$ cat config.mk
export PLATFORM = sky130hd
export DESIGN_NAME = cse_controller
export DESIGN_NICKNAME = d
export VERILOG_FILES = /design/src/hdl/cse_pkg.sv /design/src/hdl/cse_controller.sv
export SDC_FILE = /design/constraint.sdc
export NUM_CORES = 1
export LEC_CHECK = 0
export BUFFER_PORTS_ARGS = -buffer_cell sky130_fd_sc_hd__buf_2
export CORE_MARGIN = 2
export CORE_UTILIZATION = 46
export DETAILED_ROUTE_END_ITERATION = 7
export HOLD_SLACK_MARGIN = 0.03
export MAX_ROUTING_LAYER = met4
export PLACE_DENSITY = 0.7
export REMOVE_ABC_BUFFERS = 1
export SLEW_MARGIN = 40
export SYNTH_ARGS = -nofsm -noshare
export SYNTH_HDL_FRONTEND = slang
export SYNTH_SLANG_ARGS = --single-unit
export TNS_END_PERCENT = 100
$ cat constraint.sdc
create_clock -name clk -period 5.31 [get_ports clk]
set_input_delay 0.531 -clock clk [delete_from_list [all_inputs] [get_ports clk]]
set_output_delay 0.531 -clock clk [all_outputs]
set_load 0.005 [all_outputs]
$ cat src/hdl/cse_pkg.sv
// Shared types and constants for the cosine similarity engine.
// No dependencies; imported by the controller, datapath and top level.
package cse_pkg;

    localparam int ELEM_BITS  = 16;
    localparam int ACC_BITS   = 48;
    localparam int ROOT_BITS  = ACC_BITS / 2;
    localparam int SIM_BITS   = 16;
    localparam int FRAC_BITS  = 15;
    localparam int NUM_BITS   = ACC_BITS + FRAC_BITS;
    localparam int CNT_BITS   = 6;
    localparam int MAX_ELEMENTS = 1024;

    localparam logic [CNT_BITS-1:0] SQRT_LAST = CNT_BITS'(ROOT_BITS - 1);
    localparam logic [CNT_BITS-1:0] DIV_LAST  = CNT_BITS'(NUM_BITS - 1);

    typedef struct packed {
        logic signed [ELEM_BITS-1:0] a_elem;
        logic signed [ELEM_BITS-1:0] b_elem;
        logic                        last;
    } cse_in_t;

    typedef struct packed {
        logic signed [SIM_BITS-1:0] similarity;
        logic                       zero_magnitude;
    } cse_out_t;

    typedef struct packed {
        logic accum;
        logic capture;
        logic sqrt_step;
        logic mul;
        logic prep;
        logic div_step;
        logic finish;
    } cse_cmd_t;

    typedef struct packed {
        logic zero_mag;
    } cse_status_t;

endpackage

$ cat src/hdl/cse_controller.sv
// Controller state machine: sequences accumulate, root, multiply, divide
// and result hand-off. Depends on cse_pkg.
module cse_controller (
    input  logic                 clk,
    input  logic                 rst_n,
    input  logic                 in_valid,
    input  logic                 in_last,
    output logic                 in_ready,
    output logic                 out_valid,
    input  logic                 out_ready,
    input  cse_pkg::cse_status_t status,
    output cse_pkg::cse_cmd_t    cmd
);
    import cse_pkg::*;

    typedef enum logic [5:0] {
        ST_ACCUM = 6'b000001,
        ST_SQRT  = 6'b000010,
        ST_MUL   = 6'b000100,
        ST_PREP  = 6'b001000,
        ST_DIV   = 6'b010000,
        ST_DONE  = 6'b100000
    } state_t;

    state_t              state_reg, state_next;
    logic [CNT_BITS-1:0] cnt_reg, cnt_next;
    logic                out_valid_reg, out_valid_next;
    logic                slot_free;

    assign slot_free = !out_valid_reg || out_ready;

    // Next state and commands
    always_comb
    begin
        state_next     = state_reg;
        cnt_next       = cnt_reg;
        out_valid_next = out_valid_reg && !out_ready;
        cmd            = '0;
        in_ready       = 1'b0;
        unique case (state_reg)
            ST_ACCUM:
            begin
                in_ready = 1'b1;
                if (in_valid)
                begin
                    cmd.accum = 1'b1;
                    if (in_last)
                    begin
                        cmd.capture = 1'b1;
                        cnt_next    = '0;
                        state_next  = ST_SQRT;
                    end
                end
            end
            ST_SQRT:
            begin
                if (status.zero_mag)
                    state_next = ST_DONE;
                else
                begin
                    cmd.sqrt_step = 1'b1;
                    cnt_next      = cnt_reg + 1'b1;
                    if (cnt_reg == SQRT_LAST)
                        state_next = ST_MUL;
                end
            end
            ST_MUL:
            begin
                cmd.mul    = 1'b1;
                state_next = ST_PREP;
            end
            ST_PREP:
            begin
                cmd.prep   = 1'b1;
                cnt_next   = '0;
                state_next = ST_DIV;
            end
            ST_DIV:
            begin
                cmd.div_step = 1'b1;
                cnt_next     = cnt_reg + 1'b1;
                if (cnt_reg == DIV_LAST)
                    state_next = ST_DONE;
            end
            ST_DONE:
            begin
                if (slot_free)
                begin
                    cmd.finish     = 1'b1;
                    out_valid_next = 1'b1;
                    state_next     = ST_ACCUM;
                end
            end
            default:
                state_next = ST_ACCUM;
        endcase
    end

    always_ff @(posedge clk or negedge rst_n)
    begin
        if (!rst_n)
        begin
            state_reg     <= ST_ACCUM;
            cnt_reg       <= '0;
            out_valid_reg <= 1'b0;
        end
        else
        begin
            state_reg     <= state_next;
            cnt_reg       <= cnt_next;
            out_valid_reg <= out_valid_next;
        end
    end

    assign out_valid = out_valid_reg;

    a_capture_to_sqrt: assert property (@(posedge clk) disable iff (!rst_n)
        cmd.capture |=> state_reg == ST_SQRT)
        else $error("capture did not start the root pass");

    a_div_to_done: assert property (@(posedge clk) disable iff (!rst_n)
        (state_reg == ST_DIV && cnt_reg == DIV_LAST) |=> state_reg == ST_DONE)
        else $error("divide did not end after its last step");

    a_no_overwrite: assert property (@(posedge clk) disable iff (!rst_n)
        cmd.finish |-> (!out_valid_reg || out_ready))
        else $error("result overwritten while pending");

    a_accum_only_idle: assert property (@(posedge clk) disable iff (!rst_n)
        cmd.accum |-> state_reg == ST_ACCUM)
        else $error("accumulate outside the accumulate state");

endmodule

==> results of run 1 <==
[layout by cell type (no fill, tap or decap), types with 2 or more instances in the layout]
cell,synthesis,layout
buf_2,1,14
nor2_1,13,13
dfrtp_1,12,12
o21ai_0,11,11
nand2_1,8,8
nand3_1,8,8
inv_1,4,4
nor2b_1,3,3
nor3_1,3,3
a21oi_1,3,3
clkbuf_4,0,3
and3_1,2,2
and3_2,2,2
xor2_1,2,2
a31oi_1,2,2
nand2b_1,2,2
ha_1,2,2
[power by group through the flow]
| stage | combinational [W] | clock [W] | sequential, W |
|---|---|---|---|
| after global routing | 0.000129 | 0.0000656 | 0.000139 |
| after detailed placement | 0.000113 | 0 | 0.000138 |
| after CTS | 0.000113 | 0.0000621 | 0.000136 |
| after global placement | 0.000109 | 0 | 0.000137 |
| after floorplan | 0.0000813 | 0 | 0.000132 |
| final | 0.000113 | 0.0000619 | 0.000137 |
[final cells by class]
cell class / instances / share of cell area [%]
timing repair buffer: 14 / 7.477
sequential: 13 / 34.85
multi-input combinational: 77 / 49.93
inverter: 4 / 1.602
clock buffer: 4 / 2.804
tap: 25 / 3.338
[worst paths after layout]
path	from	to	slack, ns	cells after the start
max	state_reg[3]$_DFFE_PN0P_	cmd[4]	3.16	3
min	rst_n	state_reg[1]$_DFFE_PN0P_	0.13	1
max reg2reg	state_reg[3]$_DFFE_PN0P_	cnt_reg[4]$_DFFE_PN0P_	3.49	5
min reg2reg	cnt_reg[5]$_DFFE_PN0P_	cnt_reg[5]$_DFFE_PN0P_	0.52	1
max in group asynchronous	rst_n	state_reg[0]$_DFFE_PN1P_	4.91	1
min in group clk	out_ready	out_valid$_DFF_PN0_	0.45	2
[routing by layer]
metal  up-vias  share of wire (%)  global-route usage, %
li1        379                  -                      -
met1       350                 46                  25.71
met2        33                 45                  27.40
met3         6                6.7                  3.462
met4         0                1.7                  7.778
met5         -                  0                      -
[stage by stage]
| stage | utilization (%) | std cells | total power (W) | hold slack (ns) | instance area, sq um |
|---|---|---|---|---|---|
| 2_1_floorplan | - | 94 | 0.0002132 | 0.2354 | 809.5 |
| 5_1_grt | 53.69 | 137 | 0.0003344 | 0.1447 | 937.1 |
| 3_5_place_dp | 52.19 | 133 | 0.0002511 | 0.4320 | 910.9 |
| 6_report | 53.69 | 137 | 0.0003114 | 0.1262 | 937.1 |
| 3_3_place_gp | 52.19 | 133 | 0.0002457 | 0.4303 | 910.9 |
| 4_1_cts | 53.69 | 137 | 0.0003113 | 0.1356 | 937.1 |
[critical path: cells and delay by family, from the launching register on]
kind	cells	cell delay, ns
buffers and inverters	1	0.13
and+or+nand+nor	2	0.73
DFF	1	0.49
[cells by family after synthesis]
family / Yosys count
AND/OR/NAND/NOR: 52
adder cells (fa/ha/maj): 2
XOR/XNOR: 2
AO/OA/AOI/OAI: 21
buffers and inverters: 9
flip-flops: 13
==> flow_summary.ini, run 1 <==
[outcome]
status = complete, no violations

[worst_setup_path]
crit_path_end_kind = output pin
path_class = register to output pin
cp.arrival_ns = 1.62
crit_fanout = 11
slowest_stage = or4_4
path_cells = or4_4 > nor2_4 > buf_2
max_stage_delay_ns = 0.58
required_ns = 4.78
start_kind = register

[min_path]
hp-class = primary input to async pin

[placed_design]
numPortBuffers = 14
preCtsSetupSlack_ns = 3.470
dp_hpwl_microns = 1342
gp_congestion = 0.7890

[detailed_routing]
drc = 0
drt_iter0_markers = 23
drt-total-wl_microns = 1764
postRouteAntennaNets = 0
vias = 768
firstDrtPassIters = 4
viasPerCell = 5.606
avgRoutedWirePerCell_microns = 12.88

[grt]
antenna_found_initial = 0
grt_pass1_vias = 656
gr-total-overflow = 0
grt_usage_pct = 18.86
grt_first_pass_wirelength_microns = 2829
grt_max_degree = 14

[logic_synthesis]
yosys-top-cells-area = dfrtp_1 (35%), o21ai_0 (6.4%), nor2_1 (5.7%)
synth-compound-area-share_pct = 15.01
synth_top_area_share_pct = 34.99
ys_ff_latch = 13
synth-edff-count = 0
synthAdderAreaFrac_pct = 2.915
ys.flop_type = dfrtp_1
yosysWarnings = 0
yosysSeqAreaShare_pct = 38.05
synthDistinctLibCells = 36
muxShareOfSynthArea_pct = 0
synth_top_family_by_area = simple AND/OR/NAND/NOR gates
syn_area_sq_um = 858.3
synthArstFlopShare_pct = 100.0
syn_inst = 99
synth_top_cell_by_area = dfrtp_1
synthSimpleGateAreaFrac_pct = 34.55
yosys-top-cells-count = nor2_1 (13), dfrtp_1 (12), o21ai_0 (11), nand2_1 (8), nand3_1 (8)
yosysMostFrequentCell = nor2_1
synth-xor-area-share_pct = 2.041
syn_avg_cell_area_sq_um = 8.670

[clock_network]
post_cts_resized = 0
cts_setup_buffers = 0
cts.sinks = 13
root_buffer = clkbuf_4
htreeDepth = 1
cts-buffers-inserted = 3
clk_latency_ns = 0.27
clkTransAtPathRegs_ns = 0.08
cts_tree = built
ctsHoldBuffers = 0
cts.path.max_buffers = 2

[finish]
nFillCells = 172
multi_input_area_sq_um = 467.9
area_delta_synth_final_pct = 9.184
regArea_sq_um = 326.6
fin_nets = 121
diodes = 0
drive_gt1_share_pct = 23.21

[timing]
fin_crit_sh_pct = 40.55
setup_ws_ns = 3.157
tns_ns = 0
worstMarginPinSlew_ns = 0.3997
timing_hold_violations_final = 0
skew_ns = 0.0005684
rsz0062_at_grt = false
max_slew_margin_pct = 73.13
fin_crit_ns = 2.153
slew_violations = 0
max_freq_ghz = 0.4644
setup_viol = 0

[floorplanning]
dieArea_sq_mm = 0.002227
die_h_microns = 47.20
rows = 15
initial_core_util_pct = 49.18
io_pins = 15
die_x_microns = 47.20
core_sq_mm = 0.001745

[power_and_ir_drop]
combPwrFrac_pct = 36.2
leakage_nw = 0.4649
power_density_mw_per_mm2 = 332.3
pwr-share-clk_pct = 19.9
seqPwrFrac_pct = 43.9
p_sw_w = 0.0001189
switching_share_pct = 38.18
internal_power_w = 0.0001925
ir_drop_mv = 0.1842

[flow_run]
cap_viol_max_count = 0
No activity file was read; power rests on OpenSTA's default activity.
==> run 2, diff against run 1 <==
==> constraint.sdc (replaced) <==
create_clock -name clk -period 2.02 [get_ports clk]
set_input_delay 0.202 -clock clk [delete_from_list [all_inputs] [get_ports clk]]
set_output_delay 0.202 -clock clk [all_outputs]
set_load 0.005 [all_outputs]
==> run 2 against run 1 <==
- worst setup slack worse by 3.0 ns
- wire length down 3.3%
- final cell count up 0.73%
- power rose to 2.6 times the previous value
- clock power up 150%
- register-to-register slack worse by 3.3 ns
==> flow_summary.ini, run 2 (synthesis results as in run 1) <==
[outcome]
status = complete, no violations

[power_and_ir_drop]
switching_share_pct = 37.08
ir_drop_mv = 0.6708
combPwrFrac_pct = 36.4
p_sw_w = 0.0002991
power_density_mw_per_mm2 = 851.5
seqPwrFrac_pct = 44.6
pwr-share-clk_pct = 19.0
internal_power_w = 0.0005075
leakage_nw = 0.4691

[worst_setup_path]
r2r-start = state_reg[3]$_DFFE_PN0P_
crit_path_end = cmd[4]
r2r_end = cnt_reg[4]$_DFFE_PN0P_
rr_worst_depth = 5
crit_path_end_kind = output pin
required_ns = 1.82
cp.arrival_ns = 1.62
cp-startpoint = state_reg[3]$_DFFE_PN0P_
rrSetupSlack_ns = 0.22
crit_fanout = 11
path_class = register to output pin
start_kind = register

[finish]
final_cell_mix = buf_2 (14), nor2_1 (13), dfrtp_1 (12)
multi_input_area_sq_um = 467.9
post-route-util_pct = 54.27
drive_gt1_share_pct = 23.01
final_common_cell = buf_2
area_delta_synth_final_pct = 10.35
regArea_sq_um = 326.6
fin_nets = 122
diodes = 0
fin_cells = 138
nFillCells = 176

[detailed_routing]
firstDrtPassIters = 4
vias = 734
avgRoutedWirePerCell_microns = 12.36
viasPerCell = 5.319
postRouteAntennaNets = 0
drt_iter0_markers = 9
drc = 0
drt-total-wl_microns = 1705

[timing]
skew_ns = 0.002304
setup_viol = 0
max_slew_margin_pct = 72.46
max_freq_ghz = 0.5490
slew_violations = 0
fin_crit_sh_pct = 90.17
tns_ns = 0
timing_hold_violations_final = 0
fin_crit_ns = 1.822
worstMarginPinSlew_ns = 0.4097
rsz0062_at_grt = false
setup_ws_ns = 0.1985

[grt]
use_met3_pct = 6.923
grt.met1_usage_pct = 23.81
grt_first_pass_wirelength_microns = 2766
antenna_found_initial = 0
gr-total-overflow = 0
grt_usage_pct = 18.86
grt_pass1_vias = 629
top_usage_layer = met2
grt_max_degree = 14
grt_use_met2_pct = 27.67

[placed_design]
preCtsSetupSlack_ns = 0.2568
gp_congestion = 0.8269
dp_hpwl_microns = 1357
numPortBuffers = 14
post-place-cells = 133

[clock_network]
cts.path.max_buffers = 2
cts-buffers-inserted = 3
cts_tree = built
clk_latency_ns = 0.28
root_buffer = clkbuf_4
post_cts_resized = 0
htreeDepth = 1
clkTransAtPathRegs_ns = 0.07
cts.sinks = 13

[floorplanning]
die_h_microns = 47.20
io_pins = 15
die_x_microns = 47.20
initial_core_util_pct = 49.18
core_sq_mm = 0.001745
dieArea_sq_mm = 0.002227
rows = 15

[flow_run]
cap_viol_max_count = 0

[min_path]
hp-class = primary input to register
run 2: cell types whose count changed in the layout (fill, tap and decap cells not counted):
| cell | delta |
|---|---|
| dlygate4sd3_1 | +1 |
run 2: worst min path at each step:
stage                     slack [ns]  cells after the start                        to       from
after global placement          0.11                      1  state_reg[1]$_DFFE_PN0P_      rst_n
final                           0.12                      2       out_valid$_DFF_PN0_  out_ready
after detailed placement         0.1                      1  state_reg[1]$_DFFE_PN0P_      rst_n
after floorplan                -0.09                      0    cnt_reg[0]$_DFFE_PN0P_      rst_n
after CTS                        0.1                      2       out_valid$_DFF_PN0_  out_ready
after global routing             0.1                      2       out_valid$_DFF_PN0_  out_ready
run 2: repair_timing:
item / CTS / global route
hold buffers: 1 / 0
setup buffers: 0 / 0
endpoints found under the hold margin: 12 / 0
run 2: critical path, stage by stage, from the launching register on:
cell	delay, ns
dfrtp_1	0.49
or4_4	0.58
nor2_4	0.14
buf_2	0.13
run 2: per-layer routing:
metal | vias to the layer above | part of all wire (%)
met3 | 4 | 5.2
met2 | 16 | 45
met1 | 332 | 48
met5 | - | 0
li1 | 382 | -
met4 | 0 | 2.0
run 2: metrics by stage:
| stage | hold WS [ns] | instance area, sq um | total power (W) |
|---|---|---|---|
| after floorplan | -0.09359 | 809.5 | 0.0005604 |
| after global placement | 0.1062 | 910.9 | 0.0006462 |
| after detailed placement | 0.09962 | 910.9 | 0.0006540 |
| after CTS | 0.09899 | 947.2 | 0.0008167 |
| after global routing | 0.09932 | 947.2 | 0.0008742 |
| final | 0.1167 | 947.2 | 0.0008065 |
run 2: final cells by class:
type / count / share of cell area, %
clock buffers: 4 / 2.774
inverters: 4 / 1.585
multi-input cells: 77 / 49.41
well taps: 25 / 3.303
repair buffers: 15 / 8.454
flip-flops and latches: 13 / 34.48
run 2: power by group through the flow:
stage / clock network [W] / logic [W] / registers, W
finish: 0.000154 / 0.000293 / 0.000360
floorplan: 0 / 0.000214 / 0.000347
global route: 0.000173 / 0.000332 / 0.000369
global placement: 0 / 0.000286 / 0.000360
detailed placement: 0 / 0.000291 / 0.000363
CTS: 0.000164 / 0.000295 / 0.000358
